--- src/hw/rtl/assert_macros.svh ---
// Assertion helpers used by the top-level RTL file.
`ifndef ASSERT_MACROS_SVH
`define ASSERT_MACROS_SVH

// Same-cycle implication, checked outside reset.
`define ASSERT_IMPL(label, clk, rst_n, ante, cons, msg) \
    label: assert property (@(posedge clk) disable iff (!rst_n) (ante) |-> (cons)) \
        else $error(msg);

// Next-cycle implication, checked outside reset.
`define ASSERT_NEXT(label, clk, rst_n, ante, cons, msg) \
    label: assert property (@(posedge clk) disable iff (!rst_n) (ante) |=> (cons)) \
        else $error(msg);

`endif

--- src/hw/rtl/trg_pkg.sv ---
// ----------------------------------------------------------------------------
// trg_pkg
// Widths, limits and sequencer states of the triangular RMS gain block.
// ----------------------------------------------------------------------------
`default_nettype none

package trg_pkg;

    localparam int SAMPLE_BITS  = 24;
    localparam int SIZE_BITS    = 11;
    localparam int CENTER_BITS  = 10;
    localparam int TARGET_BITS  = 23;
    localparam int GAIN_BITS    = 32;
    localparam int IN_BITS      = 48;
    localparam int MAX_WINDOW   = 1024;
    localparam logic [TARGET_BITS-1:0] TARGET_RESET = 23'd4096;

    // Sequencer states, one-hot.
    typedef enum logic [8:0] {
        ST_IDLE = 9'b000000001,
        ST_INV  = 9'b000000010,
        ST_WGT  = 9'b000000100,
        ST_SCL  = 9'b000001000,
        ST_ACC  = 9'b000010000,
        ST_MEAN = 9'b000100000,
        ST_ROOT = 9'b001000000,
        ST_GAIN = 9'b010000000,
        ST_OUT  = 9'b100000000
    } t_state;

endpackage

`default_nettype wire

--- src/hw/rtl/triangular_rms_gain_top.sv ---
// Flow: a sample is accepted in idle, then weighted, scaled and squared on the
// shared multiplier; a window's first sample with a nonzero half width first
// takes the reciprocal on the shift-subtract unit. After the last sample the
// mean, root and gain steps run before the result is offered (no root or gain
// on zero energy, no gain on a zero root); input is held off meanwhile.
// Reset: synchronous, active low; target returns to 4096, window state clears.
// ----------------------------------------------------------------------------
// triangular_rms_gain_top
// Triangular-window RMS gain: accumulates weighted energy over one window and
// emits target / sqrt(mean energy) in unsigned Q16.16.
// ----------------------------------------------------------------------------
`default_nettype none
`include "assert_macros.svh"

module triangular_rms_gain_top (
    input  wire logic                            i_clk,
    input  wire logic                            i_rst_n,
    // configuration: target RMS level
    input  wire logic                            i_cfg_valid,
    output logic                                 o_cfg_ready,
    input  wire logic [trg_pkg::TARGET_BITS-1:0] i_cfg_data,
    // sample request
    input  wire logic                            i_s_tvalid,
    output logic                                 o_s_tready,
    // [23:0] sample, [34:24] size, [44:35] center, [47:45] zero
    input  wire logic [trg_pkg::IN_BITS-1:0]     i_s_tdata,
    // result request
    output logic                                 o_m_tvalid,
    input  wire logic                            i_m_tready,
    // [31:0] gain
    output logic [trg_pkg::GAIN_BITS-1:0]        o_m_tdata,
    // [0] saturated, [1] zero_energy
    output logic [1:0]                           o_m_tuser
);
    import trg_pkg::*;

    t_state                   r_state, n_state;
    logic [TARGET_BITS-1:0]   r_target;
    logic [63:0]              r_energy, n_energy;
    logic [SIZE_BITS-1:0]     r_count, r_idx, r_size;
    logic [CENTER_BITS-1:0]   r_center;
    logic [16:0]              r_inv, r_weight;
    logic [SAMPLE_BITS-1:0]   r_mag, r_scaled;
    logic [63:0]              r_num, r_quo;
    logic [33:0]              r_rem;
    logic [31:0]              r_div;
    logic [6:0]               r_cnt;
    logic [GAIN_BITS-1:0]     r_gain;
    logic                     r_sat, r_zero;

    logic                     s_take, m_take;
    logic [SAMPLE_BITS-1:0]   raw, mag;
    logic [SIZE_BITS-1:0]     size_in, size_c, c_ext, far_side, hw;
    logic [CENTER_BITS-1:0]   center_in, center_c;
    logic [CENTER_BITS-1:0]   peak_dist;
    logic [23:0]              mul_a, mul_b;
    logic [47:0]              prod;
    logic                     is_root;
    logic [35:0]              shin, trial, diff;
    logic                     ge;
    logic [SIZE_BITS-1:0]     idx_next;
    logic [SIZE_BITS-1:0]     count_div;

    assign o_cfg_ready = 1'b1;
    assign o_s_tready  = (r_state == ST_IDLE);
    assign s_take      = i_s_tvalid && o_s_tready;
    assign o_m_tvalid  = (r_state == ST_OUT);
    assign m_take      = o_m_tvalid && i_m_tready;
    assign o_m_tdata   = r_gain;
    assign o_m_tuser   = {r_zero, r_sat};

    // Sample magnitude and window geometry of the incoming request.
    assign raw       = i_s_tdata[SAMPLE_BITS-1:0];
    assign mag       = raw[SAMPLE_BITS-1] ? (~raw + 1'b1) : raw;
    assign size_in   = i_s_tdata[34:24];
    assign center_in = i_s_tdata[44:35];

    always_comb begin
        if (size_in == '0) begin
            size_c = SIZE_BITS'(1);
        end else if (size_in > SIZE_BITS'(MAX_WINDOW)) begin
            size_c = SIZE_BITS'(MAX_WINDOW);
        end else begin
            size_c = size_in;
        end
        c_ext = {1'b0, center_in};
        if (c_ext >= size_c) begin
            c_ext = size_c - 1'b1;
        end
        center_c = c_ext[CENTER_BITS-1:0];
        far_side = size_c - 1'b1 - c_ext;
        hw       = (c_ext > far_side) ? c_ext : far_side;
    end

    // Distance of the current index from the peak.
    assign peak_dist = (r_idx[CENTER_BITS-1:0] > r_center)
                     ? (r_idx[CENTER_BITS-1:0] - r_center)
                     : (r_center - r_idx[CENTER_BITS-1:0]);
    assign idx_next  = r_idx + 1'b1;
    assign count_div = (r_count == '0) ? SIZE_BITS'(1) : r_count;

    // Shared multiplier.
    always_comb begin
        unique case (r_state)
            ST_WGT: begin
                mul_a = {14'd0, peak_dist};
                mul_b = {7'd0, r_inv};
            end
            ST_SCL: begin
                mul_a = r_mag;
                mul_b = {7'd0, r_weight};
            end
            default: begin
                mul_a = r_scaled;
                mul_b = r_scaled;
            end
        endcase
    end
    assign prod = mul_a * mul_b;

    // Shared shift-subtract step: one quotient bit or one root bit per cycle.
    assign is_root = (r_state == ST_ROOT);
    assign shin    = is_root ? {r_rem, r_num[63:62]} : {1'b0, r_rem, r_num[63]};
    assign trial   = is_root ? {2'b00, r_quo[31:0], 2'b01} : {4'd0, r_div};
    assign ge      = (shin >= trial);
    assign diff    = shin - trial;

    assign n_energy = r_energy + {16'd0, prod};

    always_comb begin
        n_state = r_state;
        unique case (r_state)
            ST_IDLE: if (s_take) begin
                n_state = (r_idx == '0 && hw != '0) ? ST_INV : ST_WGT;
            end
            ST_INV:  if (r_cnt == '0) n_state = ST_WGT;
            ST_WGT:  n_state = ST_SCL;
            ST_SCL:  n_state = ST_ACC;
            ST_ACC: begin
                if (idx_next >= r_size) begin
                    n_state = (n_energy == '0) ? ST_OUT : ST_MEAN;
                end else begin
                    n_state = ST_IDLE;
                end
            end
            ST_MEAN: if (r_cnt == '0) n_state = ST_ROOT;
            ST_ROOT: if (r_cnt == '0) n_state = (r_quo[30:0] == '0 && !ge) ? ST_OUT : ST_GAIN;
            ST_GAIN: if (r_cnt == '0) n_state = ST_OUT;
            ST_OUT:  if (m_take) n_state = ST_IDLE;
            default: n_state = ST_IDLE;
        endcase
    end

    // Control state.
    always_ff @(posedge i_clk) begin
        if (!i_rst_n) begin
            r_state  <= ST_IDLE;
            r_target <= TARGET_RESET;
            r_energy <= '0;
            r_count  <= '0;
            r_idx    <= '0;
            r_size   <= '0;
            r_center <= '0;
            r_inv    <= '0;
            r_cnt    <= '0;
        end else begin
            r_state <= n_state;
            if (i_cfg_valid && o_cfg_ready) begin
                r_target <= i_cfg_data;
            end
            // Load the step counter at each phase start, else count down.
            if (r_state == ST_IDLE && s_take && r_idx == '0) begin
                r_cnt <= 7'd16;
            end else if (r_state == ST_ACC) begin
                r_cnt <= 7'd63;
            end else if (r_state == ST_MEAN && r_cnt == '0) begin
                r_cnt <= 7'd31;
            end else if (r_state == ST_ROOT && r_cnt == '0) begin
                r_cnt <= 7'd46;
            end else if (r_cnt != '0) begin
                r_cnt <= r_cnt - 1'b1;
            end
            unique case (r_state)
                ST_IDLE: if (s_take) begin
                    if (raw != '0) r_count <= r_count + 1'b1;
                    if (r_idx == '0) begin
                        r_size   <= size_c;
                        r_center <= center_c;
                        r_inv    <= '0;
                    end
                end
                ST_INV:  if (r_cnt == '0) r_inv <= {r_quo[15:0], ge};
                ST_ACC: begin
                    r_energy <= n_energy;
                    r_idx    <= idx_next;
                end
                ST_OUT:  if (m_take) begin
                    r_energy <= '0;
                    r_count  <= '0;
                    r_idx    <= '0;
                    r_size   <= '0;
                    r_center <= '0;
                    r_inv    <= '0;
                end
                default: ;
            endcase
        end
    end

    // Datapath registers.
    always_ff @(posedge i_clk) begin
        unique case (r_state)
            ST_IDLE: if (s_take) begin
                r_mag <= mag;
                r_div <= {22'd0, hw[CENTER_BITS-1:0]};
                r_num <= {1'b1, 63'd0};
                r_rem <= '0;
                r_quo <= '0;
            end
            ST_INV: begin
                r_rem <= ge ? diff[33:0] : shin[33:0];
                r_num <= {r_num[62:0], 1'b0};
                r_quo <= {r_quo[62:0], ge};
            end
            ST_WGT:  r_weight <= (prod[47:16] != '0) ? 17'd0 : (17'h10000 - prod[16:0]);
            ST_SCL:  r_scaled <= prod[39:16];
            ST_ACC: begin
                r_div  <= {21'd0, count_div};
                r_num  <= n_energy;
                r_rem  <= '0;
                r_quo  <= '0;
                r_gain <= '1;
                r_sat  <= 1'b0;
                r_zero <= (n_energy == '0);
            end
            ST_MEAN: begin
                if (r_cnt == '0) begin
                    r_num <= {r_quo[46:0], ge, 16'd0};
                    r_rem <= '0;
                    r_quo <= '0;
                end else begin
                    r_rem <= ge ? diff[33:0] : shin[33:0];
                    r_num <= {r_num[62:0], 1'b0};
                    r_quo <= {r_quo[62:0], ge};
                end
            end
            ST_ROOT: begin
                if (r_cnt == '0) begin
                    r_div <= {r_quo[30:0], ge};
                    r_num <= {r_target, 41'd0};
                    r_rem <= '0;
                    r_quo <= '0;
                    r_sat <= (r_quo[30:0] == '0 && !ge);
                end else begin
                    r_rem <= ge ? diff[33:0] : shin[33:0];
                    r_num <= {r_num[61:0], 2'b00};
                    r_quo <= {r_quo[62:0], ge};
                end
            end
            ST_GAIN: begin
                r_rem <= ge ? diff[33:0] : shin[33:0];
                r_num <= {r_num[62:0], 1'b0};
                r_quo <= {r_quo[62:0], ge};
                if (r_cnt == '0) begin
                    if (r_quo[45:31] != '0) begin
                        r_sat <= 1'b1;
                    end else begin
                        r_gain <= {r_quo[30:0], ge};
                    end
                end
            end
            default: ;
        endcase
    end

    `ASSERT_IMPL(a_onehot, i_clk, i_rst_n, 1'b1, $onehot(r_state), "state not one-hot")
    `ASSERT_IMPL(a_excl, i_clk, i_rst_n, o_m_tvalid, !o_s_tready, "input open during output")
    `ASSERT_IMPL(a_zero_gain, i_clk, i_rst_n, o_m_tvalid && r_zero,
                 r_gain == '1 && !r_sat, "zero energy result malformed")
    `ASSERT_NEXT(a_clear, i_clk, i_rst_n, m_take, r_idx == '0 && r_energy == '0,
                 "window not cleared after result")

endmodule

`default_nettype wire
--- config.mk ---
export PLATFORM = sky130hd
export DESIGN_NAME = triangular_rms_gain_top
export DESIGN_NICKNAME = d
export VERILOG_FILES = /design/src/hw/rtl/trg_pkg.sv /design/src/hw/rtl/triangular_rms_gain_top.sv
export VERILOG_INCLUDE_DIRS = /design/src /design/src/hw/rtl
export SDC_FILE = /design/constraint.sdc
export NUM_CORES = 2
export LEC_CHECK = 0
export ABC_AREA = 1
export BUFFER_PORTS_ARGS = -buffer_cell sky130_fd_sc_hd__buf_2
export CAP_MARGIN = 10
export CORE_MARGIN = 4
export CORE_UTILIZATION = 65
export CTS_CLUSTER_DIAMETER = 30
export DETAILED_ROUTE_END_ITERATION = 16
export PLACE_DENSITY = 0.92
export SLEW_MARGIN = 10
export SYNTH_ARGS = -nofsm -noshare
export SYNTH_HDL_FRONTEND = slang
export SYNTH_SLANG_ARGS = --single-unit
export TNS_END_PERCENT = 50
--- constraint.sdc ---
create_clock -name i_clk -period 28.1 [get_ports i_clk]
set_clock_uncertainty 0.2 [all_clocks]
set_input_delay 2.81 -clock i_clk [delete_from_list [all_inputs] [get_ports i_clk]]
set_output_delay 2.81 -clock i_clk [all_outputs]
set_load 0.005 [all_outputs]
# Word level (Yosys, flattened, before mapping)
# Cells that the tools add are included.
[word_totals]
input_bits = 76
register_bits = 439
out_inout_bits = 37
elab_cells = 173
[op_classes]
bitwise_logic = 2
n_mul = 1
addsub = 11
eq_ne = 19
n_reduce_logical = 45
order_cmp = 6
mux = 67
[op_table]
columns = ["op", "n"]
rows = [
  ["64-bit one-hot mux with 5 select lines", 1],
  ["64-bit two-way mux", 4],
  ["47-bit one-hot mux with 4 select lines", 1],
  ["34-bit two-way mux", 4],
  ["34-bit one-hot mux with 4 select lines", 1],
  ["32-bit two-way mux", 4],
  ["64-bit one-hot mux with 2 select lines", 1],
  ["11-bit two-way mux", 10],
  ["24-bit one-hot mux with 2 select lines", 2],
  ["32-bit one-hot mux with 3 select lines", 1],
  ["47-bit two-way mux", 2],
  ["9-bit two-way mux", 9],
  ["9-bit one-hot mux with 9 select lines", 1],
  ["17-bit two-way mux", 4],
  ["11-bit one-hot mux with 2 select lines", 3],
  ["64-bit by 48-bit adder with 64-bit output", 1],
  ["64-bit logical NOT", 1],
  ["32-bit one-hot mux with 2 select lines", 1],
  ["17-bit one-hot mux with 3 select lines", 1],
  ["24-bit by 24-bit multiplier with 48-bit output", 1],
  ["10-bit two-way mux", 4],
  ["36-bit by 34-bit greater-or-equal comparator with 1-bit output", 1],
  ["36-bit two-way mux", 1],
  ["34-bit subtractor", 1],
  ["other kinds (53)", 91],
]

# Depth between registers and ports, before layout
[depth]
word_depth = 13
ltp_mapped = 68
depth_no_buf = 67

# Worst setup path after synthesis
# No wires, ideal clock.
[synth_timing]
kind = "flip-flop to flip-flop"
start = "register r_idx[0]"
end = "register r_state[8]"
n_path_buf = 1
period_less_slack_ns = 9.944
arrival_ns = 9.673
path_stages_with_launch = 58
setup_time_ns = 0.070
required_time_ns = 27.830
slack_ns = 18.156
path_cell_list = "dfxtp_1 -> inv_1 -> ha_1 -> inv_1 -> fa_1 -> a21oi_1 -> o21ai_1 -> a21boi_1 -> o21ai_1 -> nand2_1 -> inv_1 -> o21ai_0 -> nand2_1 -> or2_2 -> nand3_1 -> nand2_1 -> buf_2 -> nand2_1 -> [22 not listed] -> nand2_1 -> nor2_1 -> inv_1 -> nor3_1 -> nand2_1 -> nor2_1 -> nand2_1 -> nand3_1 -> nand2_1 -> nand2_1 -> nand2_1 -> nor2_1 -> nand2_1 -> nor2_1 -> nand4_1 -> nand2_1 -> nand2_1 -> a21oi_1"
[synth_between]
elab_chain_cells = 9
word_cells_on_any_way = 13
classes_between = "4 x add/sub; 1 x mul; 2 x order compare; 5 x mux; 1 x reduce/logical"
[synth_lines]
columns = ["item", "line_no", "source"]
rows = [
  ["start, declared", "triangular_rms_gain_top.sv:40", "logic [SIZE_BITS-1:0] r_count, r_idx, r_size;"],
  ["start signal, assigned", "triangular_rms_gain_top.sv:195", "r_idx <= idx_next;"],
  ["10-bit subtractor (tied with other cells)", "triangular_rms_gain_top.sv:98", ": (r_center - r_idx[CENTER_BITS-1:0]);"],
  ["10-bit two-way mux (*)", "triangular_rms_gain_top.sv:97", "? (r_idx[CENTER_BITS-1:0] - r_center)"],
  ["24-bit one-hot mux with 2 select lines (*)", "triangular_rms_gain_top.sv:104", "unique case (r_state)"],
  ["24-bit by 24-bit multiplier with 48-bit output (*)", "triangular_rms_gain_top.sv:119", "assign prod = mul_a * mul_b;"],
  ["net prod[37]", "triangular_rms_gain_top.sv:57", "logic [47:0] prod;"],
  ["64-bit by 48-bit adder with 64-bit output (*)", "triangular_rms_gain_top.sv:128", "assign n_energy = r_energy + {16'd0, prod};"],
  ["64-bit logical NOT (*)", "triangular_rms_gain_top.sv:141", "n_state = (n_energy == '0) ? ST_OUT : ST_MEAN;"],
  ["9-bit two-way mux (*)", "triangular_rms_gain_top.sv:141", ""],
  ["9-bit two-way mux (*)", "triangular_rms_gain_top.sv:140", "if (idx_next >= r_size) begin"],
  ["9-bit one-hot mux with 9 select lines (*)", "triangular_rms_gain_top.sv:132", "unique case (r_state)"],
  ["end signal, assigned", "triangular_rms_gain_top.sv:167", "r_state <= n_state;"],
  ["end, declared", "triangular_rms_gain_top.sv:37", "t_state r_state, n_state;"],
]
# Mark *: on every way through the listed nets, which the timed path passes. The rest lies on a longest branch.
# A chain may end at the register's enable or synchronous reset.

# Final worst setup path
[layout_timing]
start = "register r_state[7]"
end = "register r_state[8]"
[layout_between]
elab_chain_cells = 8
word_cells_on_any_way = 33
classes_between = "1 x add/sub; 1 x mul; 1 x order compare; 15 x eq/ne; 9 x mux; 6 x reduce/logical"
[layout_lines]
columns = ["item", "line_no"]
rows = [
  ["9-bit by 4-bit equality test with 1-bit output or 9-bit by 3-bit equality test with 1-bit output (tied branches)", "triangular_rms_gain_top.sv:104"],
  ["24-bit one-hot mux with 2 select lines", "triangular_rms_gain_top.sv:104"],
  ["24-bit by 24-bit multiplier with 48-bit output (*)", "triangular_rms_gain_top.sv:119"],
  ["net prod[36]", "triangular_rms_gain_top.sv:57"],
  ["64-bit by 48-bit adder with 64-bit output (*)", "triangular_rms_gain_top.sv:128"],
  ["64-bit logical NOT (*)", "triangular_rms_gain_top.sv:141"],
  ["9-bit two-way mux (*)", "triangular_rms_gain_top.sv:141"],
  ["9-bit two-way mux (*)", "triangular_rms_gain_top.sv:140"],
  ["9-bit one-hot mux with 9 select lines (*)", "triangular_rms_gain_top.sv:132"],
]
# Mark *: on every way through the listed nets, which the timed path passes. The rest lies on a longest branch. The select of a mux whose other input is x is not followed.

==> impl_metrics.json <==
{
  "min-delay-path-class": "flop to flop",
  "grt_pass1_vias": 46100,
  "final_common_cell": "nand2_1",
  "worst_ir_drop_vdd_v": 0.0000980,
  "max-cap-violations": 0,
  "drive_gt1_share_pct": 6.06,
  "slowest_stage": "or2_2",
  "worst_ep_arrival_time_ps": 13850,
  "cp-end-kind": "flop",
  "relSlewSlack_pct": 17.7,
  "port_buffers": 108,
  "worst_pin_slew_ps": 1200,
  "drt_first_iter_violations": 5998,
  "cts_tree": "yes",
  "grt_setup_unrepaired": "no",
  "die_y_um": 282,
  "htree_levels": 3,
  "cts.path.max_buffers": 3,
  "clk_latency_ps": 650,
  "cp_max_fo": 40,
  "dieArea_um2": 79700,
  "min_path_cells": 2,
  "grt_max_degree": 93,
  "fin_crit_ps": 13520,
  "grt_pass1_wl_um": 242000,
  "synth-warning-count": 0,
  "globalplace.congestion": 1.06,
  "setup-tns-final_ps": 0,
  "startpoint": "r_state[7]",
  "cp.required_ps": 28430,
  "die_x_um": 282,
  "ant_nets": 0,
  "mappedNetlistArea_um2": 48900,
  "clkSinkCount": 439,
  "synth_seq_cells": 439,
  "cts_buffers": 81,
  "crit_buf_inv": 9,
  "synth_cells": 6608,
  "num_vias": 46300,
  "regToRegStartpoint": "r_state[7]",
  "drt_wl_total_um": 155000,
  "fin_crit_sh_pct": 48.1,
  "outcome": "finished, final reports clean",
  "yosysSeqAreaShare_pct": 23.6,
  "finalHoldViolCount": 0,
  "synth_enable_flop_cells": 276,
  "cpPeakStageDelay_ps": 660,
  "worstRegToRegCells": 53,
  "setup_violations": 0,
  "synthTopCellsByArea": "fa_1, edfxtp_1, nand2_1",
  "clk_pin_slew_worst_paths_ps": 50,
  "fin_cells": 7683,
  "fmax_ghz": 0.0740,
  "slew_viol_final": 0,
  "syn-num-nets": 7495,
  "placedCellCount": 7528,
  "grt_use_total_pct": 38.5,
  "pwr_density_cell_nw_per_um2": 99.1,
  "p_leak_uw": 0.0267,
  "core-area_um2": 74400,
  "holdCritStartpoint": "r_size[10]",
  "rows": 100,
  "path_class": "flop to flop",
  "antenna_found_initial": 2,
  "cts_setup_buffers": 0,
  "route.detailed.drc": 0,
  "synthToLayoutAreaGrowth_pct": 8.61,
  "async_flop_share_pct": 0,
  "worst_path_most_repeated_cell": "nand2_1",
  "cts_hold_buf": 0,
  "root_buffer": "clkbuf_16",
  "rrSetupSlack_ps": 14580,
  "overflow": 0,
  "synth_largest_area_cell": "fa_1",
  "via_per_inst": 6.03,
  "fillers": 5514,
  "start_kind": "flop",
  "worst_r2r_endpoint": "r_state[8]",
  "routedWlPerCell_um": 20.1,
  "final_cell_mix": "nand2_1, inv_1, nor2_1, fa_1, a21oi_1",
  "nets": 7530,
  "yosys.area.top_type_share_pct": 19.9,
  "num_io_pins": 113,
  "drt_first_pass_iters": 7,
  "pre_cts_ws_ps": 15240,
  "start_util_pct": 65.7,
  "hpwlAfterDp_um": 117000,
  "min_to": "r_size[10]",
  "postCtsResizedCells": 0,
  "worst_slack_ps": 14580,
  "ys_types": 70,
  "crit_family": "simple AND/OR/NAND/NOR gates",
  "ys.flop_type": "edfxtp_1",
  "postSynthAreaPerCell_um2": 7.40
}
[cells by family after synthesis]
family                     Yosys count  share of synthesized area [%]
and+or+nand+nor                   2946                           24.8
buffers and inverters             1501                           11.6
adders and majority gates          811                           28.2
AOI/OAI and AO/OA                  754                           8.91
DFF                                439                           23.6
xor gates and xnor gates           154                           2.76
other                                2                         0.0154
muxes                                1                         0.0205
[per-stage QoR]
stage          total power [µW]  util [%]  cell area (µm²)  hold slack (ps)
3_3_place_gp               3960      67.4            50200              252
6_report                   5260      71.3            53100              265
3_5_place_dp               4040      67.4            50200              257
2_1_floorplan              3210         -            48900              224
5_1_grt                    5570      71.3            53100              282
4_1_cts                    5120      71.3            53100              264
[cells in the mapped netlist (9+ instances only)]
cell type and instances:
buf_2 27, fa_1 486, xor2_1 94, o21ai_0 175
dfxtp_1 163, o21bai_1 17, nor2_2 14, nand3_1 268
o21ai_1 14, or2_2 59, nor3_1 52, a22oi_1 23
inv_1 1271, clkbuf_1 144, nor2_1 663, xnor2_1 60
o2111ai_1 24, nand4_1 63, o21a_1 9, buf_1 16
o211ai_1 43, ha_1 325, a31oi_1 22, nor4_1 21
a21o_1 20, edfxtp_1 276, nand2_1 1741, inv_2 19
clkinv_1 18, nand3b_1 29, a21oi_1 353
[registers in the layout, indices dropped and copies added, names as in the netlist, 10 cells and up]
register / count
r_div: 32
r_target: 23
r_quo: 47
r_idx: 11
r_center: 10
r_scaled: 24
r_inv: 17
o_m_tdata: 32
r_num: 64
r_weight: 17
r_rem: 34
r_size: 11
r_mag: 24
r_count: 11
r_energy: 64
[routing by layer]
layer  vias up  GRT usage, %  share of wire, %
li1      20700             -                 -
met1     21500          48.4                36
met2      3377          60.1                44
met3       771          9.75                13
met4         0          23.9               7.5
met5         -             0                 0
[worst register-to-register path, delay by kind of cell (launching register included)]
kind / cells / cell delay, ps
fa+ha+maj: 9 / 4440
flops: 1 / 350
compound gates: 1 / 120
buf+inv: 9 / 1950
xor+xnor: 1 / 450
simple gates: 33 / 5890
[area by class of cell]
cell class | count | area (µm²) | area share [%]
sequential | 439 | 11600 | 21.8
antenna | 3 | 7.51 | 0.0141
tap | 969 | 1210 | 2.28
timing repair buffer | 145 | 826 | 1.56
clock inverter | 48 | 678 | 1.28
clock buffer | 103 | 2230 | 4.21
multi-input combinational | 4668 | 31700 | 59.7
inverter | 1308 | 4910 | 9.25
[power by group]
group	internal (µW)	total, µW	leakage (µW)	switching (µW)
registers	962	1080	0.00413	114
logic	960	3150	0.0211	2190
clock network	665	1040	0.00141	371
[worst max-delay path by stage]
stage / endpoint / cells past startpoint
6_report: r_state[8] / 53
5_1_grt: r_state[8] / 56
3_5_place_dp: r_state[8] / 53
3_3_place_gp: r_state[8] / 50
4_1_cts: r_state[8] / 53
2_1_floorplan: r_state[8] / 57
No activity file was read; power rests on OpenSTA's default activity.
